[src/hw/rtl/roa_pkg.sv]
// ----------------------------------------------------------------------------
// roa_pkg
// Types and constants shared by the resource ownership arbiter modules.
// ----------------------------------------------------------------------------
`default_nettype none

package roa_pkg;

  // Command codes.
  localparam logic [1:0] CMD_REQUEST    = 2'd0;
  localparam logic [1:0] CMD_REPORT     = 2'd1;
  localparam logic [1:0] CMD_ASSIGN_ALL = 2'd2;

  // Owner code for an unowned resource.
  localparam logic [3:0] OWNER_NONE = 4'd8;

  // Client flag bit positions.
  localparam int FLAG_OPER = 0;
  localparam int FLAG_PEND = 1;

  // Output field geometry.
  localparam int MAX_RESOURCES = 16;
  localparam int MASK_CLIENTS  = 8;

  // Candidate tree for the handover search covers every possible client code.
  localparam int TREE_LEAVES = 16;
  localparam int TREE_DEPTH  = 4;

  typedef struct packed {
    logic [1:0]  cmd;
    logic [3:0]  client_id;
    logic [31:0] req_tag;
    logic [15:0] resource_mask;
    logic        oper_flag;
  } in_item_t;

  typedef struct packed {
    logic [63:0] owners;
    logic [7:0]  pending_mask;
    logic [7:0]  operational_mask;
    logic        changed;
    logic        accepted;
  } out_item_t;

  // Controller commands to the datapath.
  typedef struct packed {
    logic exec;
    logic walk_step;
    logic load_out;
  } ctrl_cmd_t;

  // Datapath status to the controller.
  typedef struct packed {
    logic need_walk;
    logic walk_last;
  } dp_stat_t;

  // One entry of the handover search.
  typedef struct packed {
    logic        valid;
    logic [3:0]  id;
    logic [31:0] stamp;
  } cand_t;

  // The left operand always holds the lower client number, so it wins ties.
  function automatic cand_t pick_cand(input cand_t a, input cand_t b);
    if (a.valid && (!b.valid || a.stamp >= b.stamp)) begin
      return a;
    end
    return b;
  endfunction

endpackage

`default_nettype wire

[src/hw/rtl/roa_ctrl.sv]
// ----------------------------------------------------------------------------
// roa_ctrl
// Sequencer: accepts a command, runs the resource walk after a deactivation
// and hands the answer to the output register.
// ----------------------------------------------------------------------------
`default_nettype none

module roa_ctrl (
  input  wire logic               clk,
  input  wire logic               rst,
  input  wire logic               in_valid,
  output logic                    in_ready,
  output logic                    out_valid,
  input  wire logic               out_ready,
  output roa_pkg::ctrl_cmd_t      cmd,
  input  wire roa_pkg::dp_stat_t  stat
);
  import roa_pkg::*;

  localparam logic [1:0] S_IDLE = 2'd0;
  localparam logic [1:0] S_WALK = 2'd1;
  localparam logic [1:0] S_DONE = 2'd2;

  logic [1:0] state;
  logic [1:0] state_next;

  assign in_ready = (state == S_IDLE);

  always_comb begin
    state_next    = state;
    cmd.exec      = 1'b0;
    cmd.walk_step = 1'b0;
    cmd.load_out  = 1'b0;
    case (state)
      S_IDLE: begin
        if (in_valid) begin
          cmd.exec   = 1'b1;
          state_next = stat.need_walk ? S_WALK : S_DONE;
        end
      end
      S_WALK: begin
        cmd.walk_step = 1'b1;
        if (stat.walk_last) begin
          state_next = S_DONE;
        end
      end
      S_DONE: begin
        // The previous answer must have left the output register first.
        if (!out_valid || out_ready) begin
          cmd.load_out = 1'b1;
          state_next   = S_IDLE;
        end
      end
      default: begin
        state_next = S_IDLE;
      end
    endcase
  end

  always_ff @(posedge clk) begin
    if (rst) begin
      state     <= S_IDLE;
      out_valid <= 1'b0;
    end else begin
      state <= state_next;
      if (cmd.load_out) begin
        out_valid <= 1'b1;
      end else if (out_ready) begin
        out_valid <= 1'b0;
      end
    end
  end

endmodule

`default_nettype wire

[src/hw/rtl/roa_datapath.sv]
// ----------------------------------------------------------------------------
// roa_datapath
// Owner table, client records, stamp counter, handover search and the
// output register.
// ----------------------------------------------------------------------------
`default_nettype none

module roa_datapath #(
  parameter int NUM_RESOURCES = 16,
  parameter int NUM_CLIENTS   = 8
) (
  input  wire logic               clk,
  input  wire logic               rst,
  input  wire roa_pkg::in_item_t  in_data,
  output roa_pkg::out_item_t      out_data,
  input  wire roa_pkg::ctrl_cmd_t cmd,
  output roa_pkg::dp_stat_t       stat
);
  import roa_pkg::*;

  localparam int RIW = (NUM_RESOURCES > 1) ? $clog2(NUM_RESOURCES) : 1;
  localparam int CIW = (NUM_CLIENTS > 1) ? $clog2(NUM_CLIENTS) : 1;
  localparam int MC  = (NUM_CLIENTS < MASK_CLIENTS) ? NUM_CLIENTS : MASK_CLIENTS;
  localparam logic [3:0]     NC_CODE   = 4'(NUM_CLIENTS);
  localparam logic [RIW-1:0] LAST_RES  = RIW'(NUM_RESOURCES - 1);

  logic [3:0]  owner      [NUM_RESOURCES];
  logic [1:0]  flags      [NUM_CLIENTS];
  logic [15:0] last_mask  [NUM_CLIENTS];
  logic [31:0] last_id    [NUM_CLIENTS];
  logic [31:0] stamp      [NUM_CLIENTS];
  logic [31:0] stamp_count;

  logic [RIW-1:0] rcnt;
  logic [3:0]     walk_client;
  logic           changed;
  logic           accepted;

  logic           cid_ok;
  logic [CIW-1:0] cidx;
  logic           fresh;
  logic [3:0]     winner;
  logic           exec_changed;
  logic           exec_accepted;
  out_item_t      snap;

  cand_t tree [TREE_DEPTH+1][TREE_LEAVES];

  assign cid_ok = (in_data.client_id < NC_CODE) && (in_data.client_id != OWNER_NONE);
  assign cidx   = in_data.client_id[CIW-1:0];
  assign fresh  = cid_ok && (last_id[cidx] <= in_data.req_tag);

  assign stat.need_walk = (in_data.cmd == CMD_REPORT) && fresh && !in_data.oper_flag;
  assign stat.walk_last = (rcnt == LAST_RES);

  // Answer flags of the command being accepted; a walk may still raise changed.
  always_comb begin
    exec_changed  = 1'b0;
    exec_accepted = 1'b0;
    case (in_data.cmd)
      CMD_REQUEST: begin
        exec_changed  = cid_ok;
        exec_accepted = cid_ok;
      end
      CMD_REPORT: begin
        exec_accepted = fresh;
      end
      CMD_ASSIGN_ALL: begin
        exec_changed  = 1'b1;
        exec_accepted = 1'b1;
      end
      default: begin
      end
    endcase
  end

  // Best operational claimant of the resource under the walk pointer.
  always_comb begin
    for (int l = 0; l <= TREE_DEPTH; l++) begin
      for (int i = 0; i < TREE_LEAVES; i++) begin
        tree[l][i] = '0;
      end
    end
    for (int k = 0; k < NUM_CLIENTS; k++) begin
      tree[0][k].valid = (4'(k) != OWNER_NONE) && flags[k][FLAG_OPER] && last_mask[k][rcnt];
      tree[0][k].id    = 4'(k);
      tree[0][k].stamp = stamp[k];
    end
    for (int l = 0; l < TREE_DEPTH; l++) begin
      for (int i = 0; i < (TREE_LEAVES >> (l + 1)); i++) begin
        tree[l+1][i] = pick_cand(tree[l][2*i], tree[l][2*i+1]);
      end
    end
    winner = tree[TREE_DEPTH][0].valid ? tree[TREE_DEPTH][0].id : OWNER_NONE;
  end

  always_ff @(posedge clk) begin
    if (rst) begin
      for (int r = 0; r < NUM_RESOURCES; r++) begin
        owner[r] <= OWNER_NONE;
      end
      for (int c = 0; c < NUM_CLIENTS; c++) begin
        flags[c]     <= '0;
        last_mask[c] <= '0;
        last_id[c]   <= '0;
        stamp[c]     <= '0;
      end
      stamp_count <= '0;
      rcnt        <= '0;
      walk_client <= OWNER_NONE;
      changed     <= 1'b0;
      accepted    <= 1'b0;
    end else if (cmd.exec) begin
      rcnt        <= '0;
      walk_client <= in_data.client_id;
      changed     <= exec_changed;
      accepted    <= exec_accepted;
      case (in_data.cmd)
        CMD_REQUEST: begin
          if (cid_ok) begin
            for (int r = 0; r < NUM_RESOURCES; r++) begin
              if (in_data.resource_mask[r]) begin
                owner[r] <= in_data.client_id;
              end
            end
            flags[cidx][FLAG_PEND] <= 1'b1;
            last_mask[cidx] <= in_data.resource_mask;
            last_id[cidx]   <= in_data.req_tag;
            stamp[cidx]     <= stamp_count;
            stamp_count     <= stamp_count + 32'd1;
          end
        end
        CMD_REPORT: begin
          if (fresh) begin
            if (in_data.oper_flag) begin
              flags[cidx] <= 2'b01;
            end else begin
              flags[cidx] <= 2'b00;
            end
          end
        end
        CMD_ASSIGN_ALL: begin
          for (int r = 0; r < NUM_RESOURCES; r++) begin
            owner[r] <= cid_ok ? in_data.client_id : OWNER_NONE;
          end
        end
        default: begin
        end
      endcase
    end else if (cmd.walk_step) begin
      if (owner[rcnt] == walk_client) begin
        owner[rcnt] <= winner;
        changed     <= 1'b1;
      end
      rcnt <= rcnt + RIW'(1);
    end
  end

  // Snapshot of the state once the command has finished.
  always_comb begin
    snap        = '0;
    snap.owners = {MAX_RESOURCES{OWNER_NONE}};
    for (int r = 0; r < NUM_RESOURCES; r++) begin
      snap.owners[4*r +: 4] = owner[r];
    end
    for (int c = 0; c < MC; c++) begin
      snap.pending_mask[c]     = flags[c][FLAG_PEND];
      snap.operational_mask[c] = flags[c][FLAG_OPER];
    end
    snap.changed  = changed;
    snap.accepted = accepted;
  end

  // Output register.
  always_ff @(posedge clk) begin
    if (cmd.load_out) begin
      out_data <= snap;
    end
  end

endmodule

`default_nettype wire

[src/hw/rtl/resource_ownership_arbiter.sv]
// ----------------------------------------------------------------------------
// resource_ownership_arbiter
// Keeps one owner per resource and a record per client; answers every
// request, state report or assign-all transaction with the full ownership.
// ----------------------------------------------------------------------------
//   Channel  Handshake              Payload
//   input    in_valid / in_ready    in_data  (roa_pkg::in_item_t)
//   output   out_valid / out_ready  out_data (roa_pkg::out_item_t)
//
// A transaction is executed at the edge it is accepted; its answer is loaded
// into the output register from the done state once that register is free.
// A deactivation first walks the owner table one resource per cycle, all
// clients compared at once in a search tree.
// Reset restores the reset ownership and client records.
// A waiting answer does not block the next acceptance; only the load of the
// following answer waits for out_ready.
// ----------------------------------------------------------------------------
`default_nettype none

module resource_ownership_arbiter #(
  parameter int NUM_RESOURCES = 16,
  parameter int NUM_CLIENTS   = 8
) (
  input  wire logic               clk,
  input  wire logic               rst,
  input  wire logic               in_valid,
  output logic                    in_ready,
  input  wire roa_pkg::in_item_t  in_data,
  output logic                    out_valid,
  input  wire logic               out_ready,
  output roa_pkg::out_item_t      out_data
);
  import roa_pkg::*;

  ctrl_cmd_t cmd;
  dp_stat_t  stat;

  roa_ctrl u_ctrl (
    .clk       (clk),
    .rst       (rst),
    .in_valid  (in_valid),
    .in_ready  (in_ready),
    .out_valid (out_valid),
    .out_ready (out_ready),
    .cmd       (cmd),
    .stat      (stat)
  );

  roa_datapath #(
    .NUM_RESOURCES (NUM_RESOURCES),
    .NUM_CLIENTS   (NUM_CLIENTS)
  ) u_datapath (
    .clk      (clk),
    .rst      (rst),
    .in_data  (in_data),
    .out_data (out_data),
    .cmd      (cmd),
    .stat     (stat)
  );

endmodule

`default_nettype wire

[config.mk]
export PLATFORM = sky130hd
export DESIGN_NAME = resource_ownership_arbiter
export DESIGN_NICKNAME = d
export VERILOG_FILES = /design/src/hw/rtl/roa_pkg.sv /design/src/hw/rtl/roa_ctrl.sv /design/src/hw/rtl/roa_datapath.sv /design/src/hw/rtl/resource_ownership_arbiter.sv
export SDC_FILE = /design/constraint.sdc
export NUM_CORES = 2
export LEC_CHECK = 0
export ABC_AREA = 1
export BUFFER_PORTS_ARGS = -buffer_cell sky130_fd_sc_hd__buf_4
export CORE_MARGIN = 1.5
export CORE_UTILIZATION = 52
export CTS_CLUSTER_DIAMETER = 150
export DETAILED_ROUTE_END_ITERATION = 12
export GPL_TIMING_DRIVEN = 0
export HOLD_SLACK_MARGIN = 0.1
export PLACE_DENSITY = 0.69
export RECOVER_POWER = 100
export REMOVE_ABC_BUFFERS = 1
export SYNTH_ARGS = -nofsm -noshare
export SYNTH_HDL_FRONTEND = slang
export SYNTH_SLANG_ARGS = --single-unit
export TNS_END_PERCENT = 100
[constraint.sdc]
create_clock -name clk -period 22.5 [get_ports clk]
set_input_delay 4.5 -clock clk [delete_from_list [all_inputs] [get_ports clk]]
set_output_delay 4.5 -clock clk [all_outputs]
set_load 0.02 [all_outputs]
=== Yosys cells after proc, flatten, opt, wreduce, memory -nomap -nowiden ===
Memory sizes are Yosys's and may differ from the RTL's. A register that Yosys moved wholly into a read port is not among the register bits.
Cells that the tools add are included.

* Output and inout bits: 84
* Memories: 5
* Input bits: 59
* RAM bits: 720
* Bits in registers: 63
* Logic and storage cells: 358

{| class="wikitable"
|+ Memory list
! memory !! depth !! bits a word !! read ports !! clocked after Yosys merged registers in !! wr ports !! RTL line !! text
|-
| u_datapath.last_id || 8 || 32 || 1 || 0 || 8 || roa_datapath.sv:30 || <nowiki>logic [31:0] last_id [NUM_CLIENTS];</nowiki>
|-
| u_datapath.stamp || 8 || 32 || 8 || 0 || 8 || roa_datapath.sv:31 || <nowiki>logic [31:0] stamp [NUM_CLIENTS];</nowiki>
|-
| u_datapath.last_mask || 8 || 16 || 8 || 0 || 8 || roa_datapath.sv:29 || <nowiki>logic [15:0] last_mask [NUM_CLIENTS];</nowiki>
|-
| u_datapath.owner || 16 || 4 || 17 || 17 || 16 || roa_datapath.sv:27 || <nowiki>logic [3:0] owner [NUM_RESOURCES];</nowiki>
|-
| u_datapath.flags || 8 || 2 || 8 || 0 || 8 || roa_datapath.sv:28 || <nowiki>logic [1:0] flags [NUM_CLIENTS];</nowiki>
|}

* Order comparisons: 10
* Add/subtract/negate cells: 2
* Reduce and logical (&&, ||, !) cells: 50
* Equality and inequality tests: 10
* Bitwise operators: 35
* Muxes and demuxes: 235

{| class="wikitable"
|+ Operators with widths
! kind !! number
|-
| $mux 37 || 16
|-
| $ge 32x32->1 || 7
|-
| $mux 1 || 157
|-
| $mux 4 || 38
|-
| $mux 32 || 2
|-
| $reduce_or 32->1 || 2
|-
| $or 1x1->1 || 35
|-
| $add 32x1->32 const B || 1
|-
| $bmux 1 s4 || 8
|-
| $le 32x32->1 || 1
|-
| $logic_and 1x1->1 || 19
|-
| $mux 16 || 1
|-
| $reduce_or 16->1 || 1
|-
| $mux 2 || 6
|-
| $mux 3 || 4
|-
| $logic_not 1->1 || 9
|-
| $logic_or 1x1->1 || 8
|-
| $pmux 2 s3 || 1
|-
| $reduce_and 3->1 || 2
|-
| $reduce_bool 2->1 || 3
|-
| $lt 4x5->1 const B || 1
|-
| $add 4x1->4 const B || 1
|-
| $eq 2x1->1 const B || 2
|-
| $eq 2x2->1 const B || 2
|-
| other kinds (12) || 15
|}

=== Depth between registers and ports, before layout ===
An unclocked memory read counts as a cell.

* Word-level depth: 23
* Mapped depth: 54
* Gate-level depth less buffers: 49

=== Hierarchy ===
From an unflattened synthesis, not the netlist that was laid out.

* Cell total of the unflattened synthesis: 4,407
* Area total of the unflattened synthesis: 42,776.0 µm²

{| class="wikitable"
|+ By module, submodules not included
! module !! instances !! area an instance (µm²) !! cells each !! sequential area each (µm²)
|-
| roa_datapath || 1 || 42,607.1 || 4,380 || 25,004.0
|-
| roa_ctrl || 1 || 168.9 || 27 || 60.1
|}

=== Least setup slack after synthesis ===
Ideal clock, no wire load.

* Path kind: input-to-reg
* Start point: input out_ready
* End point: register, netlist name out_data[18]
* Cell stages on the path: 2
* Data arrival time: 10,102 ps
* Setup time: 623 ps
* Path buffers: 0
* Setup slack: 11,774 ps
* Required time: 21,877 ps
* Cell sequence: nor2_1 -> nor3_1

{| class="wikitable"
|+ RTL lines
! element !! RTL line !! text
|-
| start, declared || resource_ownership_arbiter.sv:30 || <nowiki>input wire logic out_ready,</nowiki>
|}

==> qor.tcl <==
set qor(hold_violation_total_from_the_final_report) 0
set qor(hold_bufs_inserted_after_cts) 0
set qor(crit_slowest_cell) {a21oi_1}
set qor(final.fill_count) 6858
set qor(finalWorstPathRequiredPeriod_ns) 12.78
set qor(ys.flop_type) {edfxtp_1}
set qor(h_tree_lvl_count) 3
set qor(maxSlewViolCount) 1282
set qor(status) {finished, violations left}
set qor(post_synth.cell_area_avg_um2) 9.65
set qor(track_usage_pct) 27.1
set qor(net-switching-power_uw) 874
set qor(area_delta_synth_final_pct) 10.9
set qor(buffer_ports.inserted) 142
set qor(numCtsBuffers) 91
set qor(cts_tree) {done}
set qor(routedLengthMet1_um) 46200
set qor(pwr-share-comb_pct) 8.0
set qor(via_count) 32093
set qor(die-height_um) 290
set qor(path_clk_slew_ns) 0.06
set qor(start_kind) {flip-flop}
set qor(initial_core_util_pct) 52.8
set qor(drive_gt1_share_pct) 5.64
set qor(synthCells) 4433
set qor(power.static_leakage_uw) 0.0189
set qor(setup-violations-final) 0
set qor(worst_pin_slew_ns) 4.15
set qor(first_global_vias) 30750
set qor(die_width_um) 290
set qor(gr-total-overflow) 0
set qor(vdd_ir_drop_max_uv) 67.2
set qor(fp-row-count) 104
set qor(drt_first_pass_iters) 7
set qor(setup.worst_path.class) {flip-flop to flip-flop}
set qor(cell_internal_pwr_uw) 2730
set qor(wire_length_of_the_first_global_routing_pass_um) 173000
set qor(clock-skew-final_ns) 0.0607
set qor(met2_length_um) 55000
set qor(synth_seq_area_share_pct) 58.6
set qor(routability_cong) 0.967
set qor(grt_start_max_net_pins) 74
set qor(ant_nets) 0
set qor(cp_data_required_time_ns) 23.00
set qor(die-area_mm2) 0.0840
set qor(starting_drt_drc_count) 3118
set qor(most_prevalent_standard_cell_on_the_critical_path) {nand2_1}
set qor(cts.path.max_buffers) 3
set qor(fin_setup_tns_ns) 0
set qor(final-instance-count-excl-fill) 5668
set qor(antenna_found_initial) 1
set qor(clk-insertion-delay-late_ns) 0.68
set qor(end_kind) {flip-flop}
set qor(placeableCoreArea_mm2) 0.0809
set qor(cts_resized) 0
set qor(drt_drc_violations_left) 0
set qor(routed_wire_length_per_instance_um) 20.3
set qor(mappedNetlistArea_mm2) 0.0428
set qor(final_period_utilization_pct) 56.8
set qor(dp.final_hpwl_um) 74700
set qor(violations_in_the_final_reports) {capacitance limit, slew limit}
set qor(final_nets) 4853
set qor(fmax_ghz) 0.0783
set qor(worst_path_largest_cell_delay_ns) 1.59
set qor(placedCellCount) 5499
set qor(min_path_type) {flip-flop to flip-flop}
set qor(maxSlewHeadroom_pct) -177
set qor(cts_num_sinks) 851
set qor(rsz0062_at_grt) {no}
set qor(top_layer_used) {met5}
set qor(maxCapViolCount) 33
set qor(critPathArrivalTime_ns) 13.28
set qor(cellPowerDensity_mw_per_mm2) 76.1
set qor(post_cts_buffers) 0
set qor(synth-seq-cells) 851
set qor(insertedDiodeCount) 0
set qor(met3_wirelength_um) 9310
set qor(totalWireLength_um) 115000
set qor(power.switching_fraction_pct) 24.2
set qor(pwr-share-clk_pct) 41.6
set qor(crit_fanout) 64
set qor(synthDistinctLibCells) 45
set qor(io_pins) 143
set qor(power_frac_seq_pct) 50.4
set qor(ys_async_sr_fraction_pct) 0
set qor(yosys_warns) 0
set qor(number_of_enable_type_register_cells_in_the_synthesized_netlist) 802
set qor(routed_via_density) 5.66
set qor(cts-root-buf) {clkbuf_16}
## critical path: cells and delay by family (launching register included)
family,cells,cell delay [ns]
fa+ha+maj,2,0.86
flops,1,1.55
buf+inv,3,2.74
simple gates,14,3.50
compound gates,11,3.91
## power by group through the flow
stage | Clock [uW] | Combinational [uW] | Sequential (uW)
floorplan | 0 | 173 | 1850
global placement | 0 | 281 | 1850
detailed placement | 0 | 300 | 1840
CTS | 1510 | 303 | 1810
global route | 1570 | 322 | 1820
finish | 1500 | 289 | 1820
## layer usage
metal	vias up	global-route usage, %
met3	267	4.57
li1	15206	-
met2	1363	45.2
met5	-	0
met1	15255	35.5
met4	2	10.7
## kinds of logic after synthesis
family,count (synthesis),synth area share [%]
DFF,851,58.6
buffers and inverters,631,5.98
AOI/OAI and AO/OA,656,8.71
xor gates and xnor gates,1,0.0205
adders and majority gates,261,7.64
and+or+nand+nor,2033,19.0
## placed cells by master, fill, tap and decap left out, types with 82 or more instances in the layout
cell type and instances:
ha_1 261, clkbuf_16 91, nor2_1 903, o21ai_1 82
clkbuf_1 131, a21oi_1 204, nand3_1 95, inv_1 361
edfxtp_1 802, o21ai_0 223, nand2_1 899
## layout make-up
| type | instances | area (um^2) | share of cell area (%) |
|---|---|---|---|
| Timing Repair Buffer | 195 | 1230 | 2.59 |
| Sequential cell | 851 | 25100 | 52.9 |
| Clock buffer | 116 | 2430 | 5.13 |
| Inverter | 443 | 1690 | 3.55 |
| Clock inverter | 52 | 573 | 1.21 |
| Multi-Input combinational cell | 2951 | 15100 | 31.8 |
| Tap cell | 1060 | 1330 | 2.80 |
## path summary, 6_finish.rpt
check / slack [ns] / endpoint / depth (start not counted) / startpoint
setup / recovery: 9.72 / u_datapath.owner[3][2] / 30 / u_datapath.rcnt[1]
hold / removal: 0.42 / u_datapath.out_data[14] / 0 / u_datapath.flags[4][1]
setup reg to reg: 9.72 / u_datapath.owner[3][2] / 30 / u_datapath.rcnt[1]
hold reg to reg: 0.42 / u_datapath.out_data[14] / 0 / u_datapath.flags[4][1]
## state kept, by name, summed over array words and instances (netlist names), 2 cells and up, named ones only
name,cells
u_datapath.last_mask,128
u_ctrl.state,2
u_datapath.last_id,256
u_datapath.owner,64
u_datapath.walk_client,4
u_datapath.out_data,18
u_datapath.flags,16
u_datapath.rcnt,4
out_data,64
u_datapath.stamp,256
u_datapath.stamp_count,32
## cell usage after synthesis (30+ instances only)
| master | instances | area, um^2 |
|---|---|---|
| a21oi_1 | 204 | 1020 |
| o21ai_0 | 216 | 1080 |
| nand3_1 | 92 | 460 |
| a22oi_1 | 38 | 285 |
| nand4_1 | 58 | 363 |
| nand2_1 | 898 | 3370 |
| o21ai_1 | 89 | 445 |
| clkinv_1 | 59 | 221 |
| clkbuf_1 | 90 | 338 |
| inv_1 | 366 | 1370 |
| ha_1 | 261 | 3270 |
| a221oi_1 | 30 | 263 |
| buf_2 | 69 | 345 |
| nor2_1 | 884 | 3320 |
| edfxtp_1 | 802 | 24100 |
| nor3_1 | 49 | 245 |
| dfxtp_1 | 49 | 981 |
## through the flow
step / instance area, um^2 / setup WS, ns / hold WS (ns) / total power (uW) / util [%]
after CTS: 48300 / 12.60 / 0.419 / 3630 / 59.7
after global routing: 47400 / 8.64 / 0.422 / 3710 / 58.6
final: 47400 / 9.72 / 0.421 / 3610 / 58.6
after detailed placement: 45300 / 11.92 / 0.406 / 2140 / 56.0
after global placement: 44300 / 5.49 / 0.403 / 2130 / 54.7
after floorplan: 41900 / 11.77 / 0.400 / 2020 / -
Note: power is estimated with default switching activity, not from simulation.
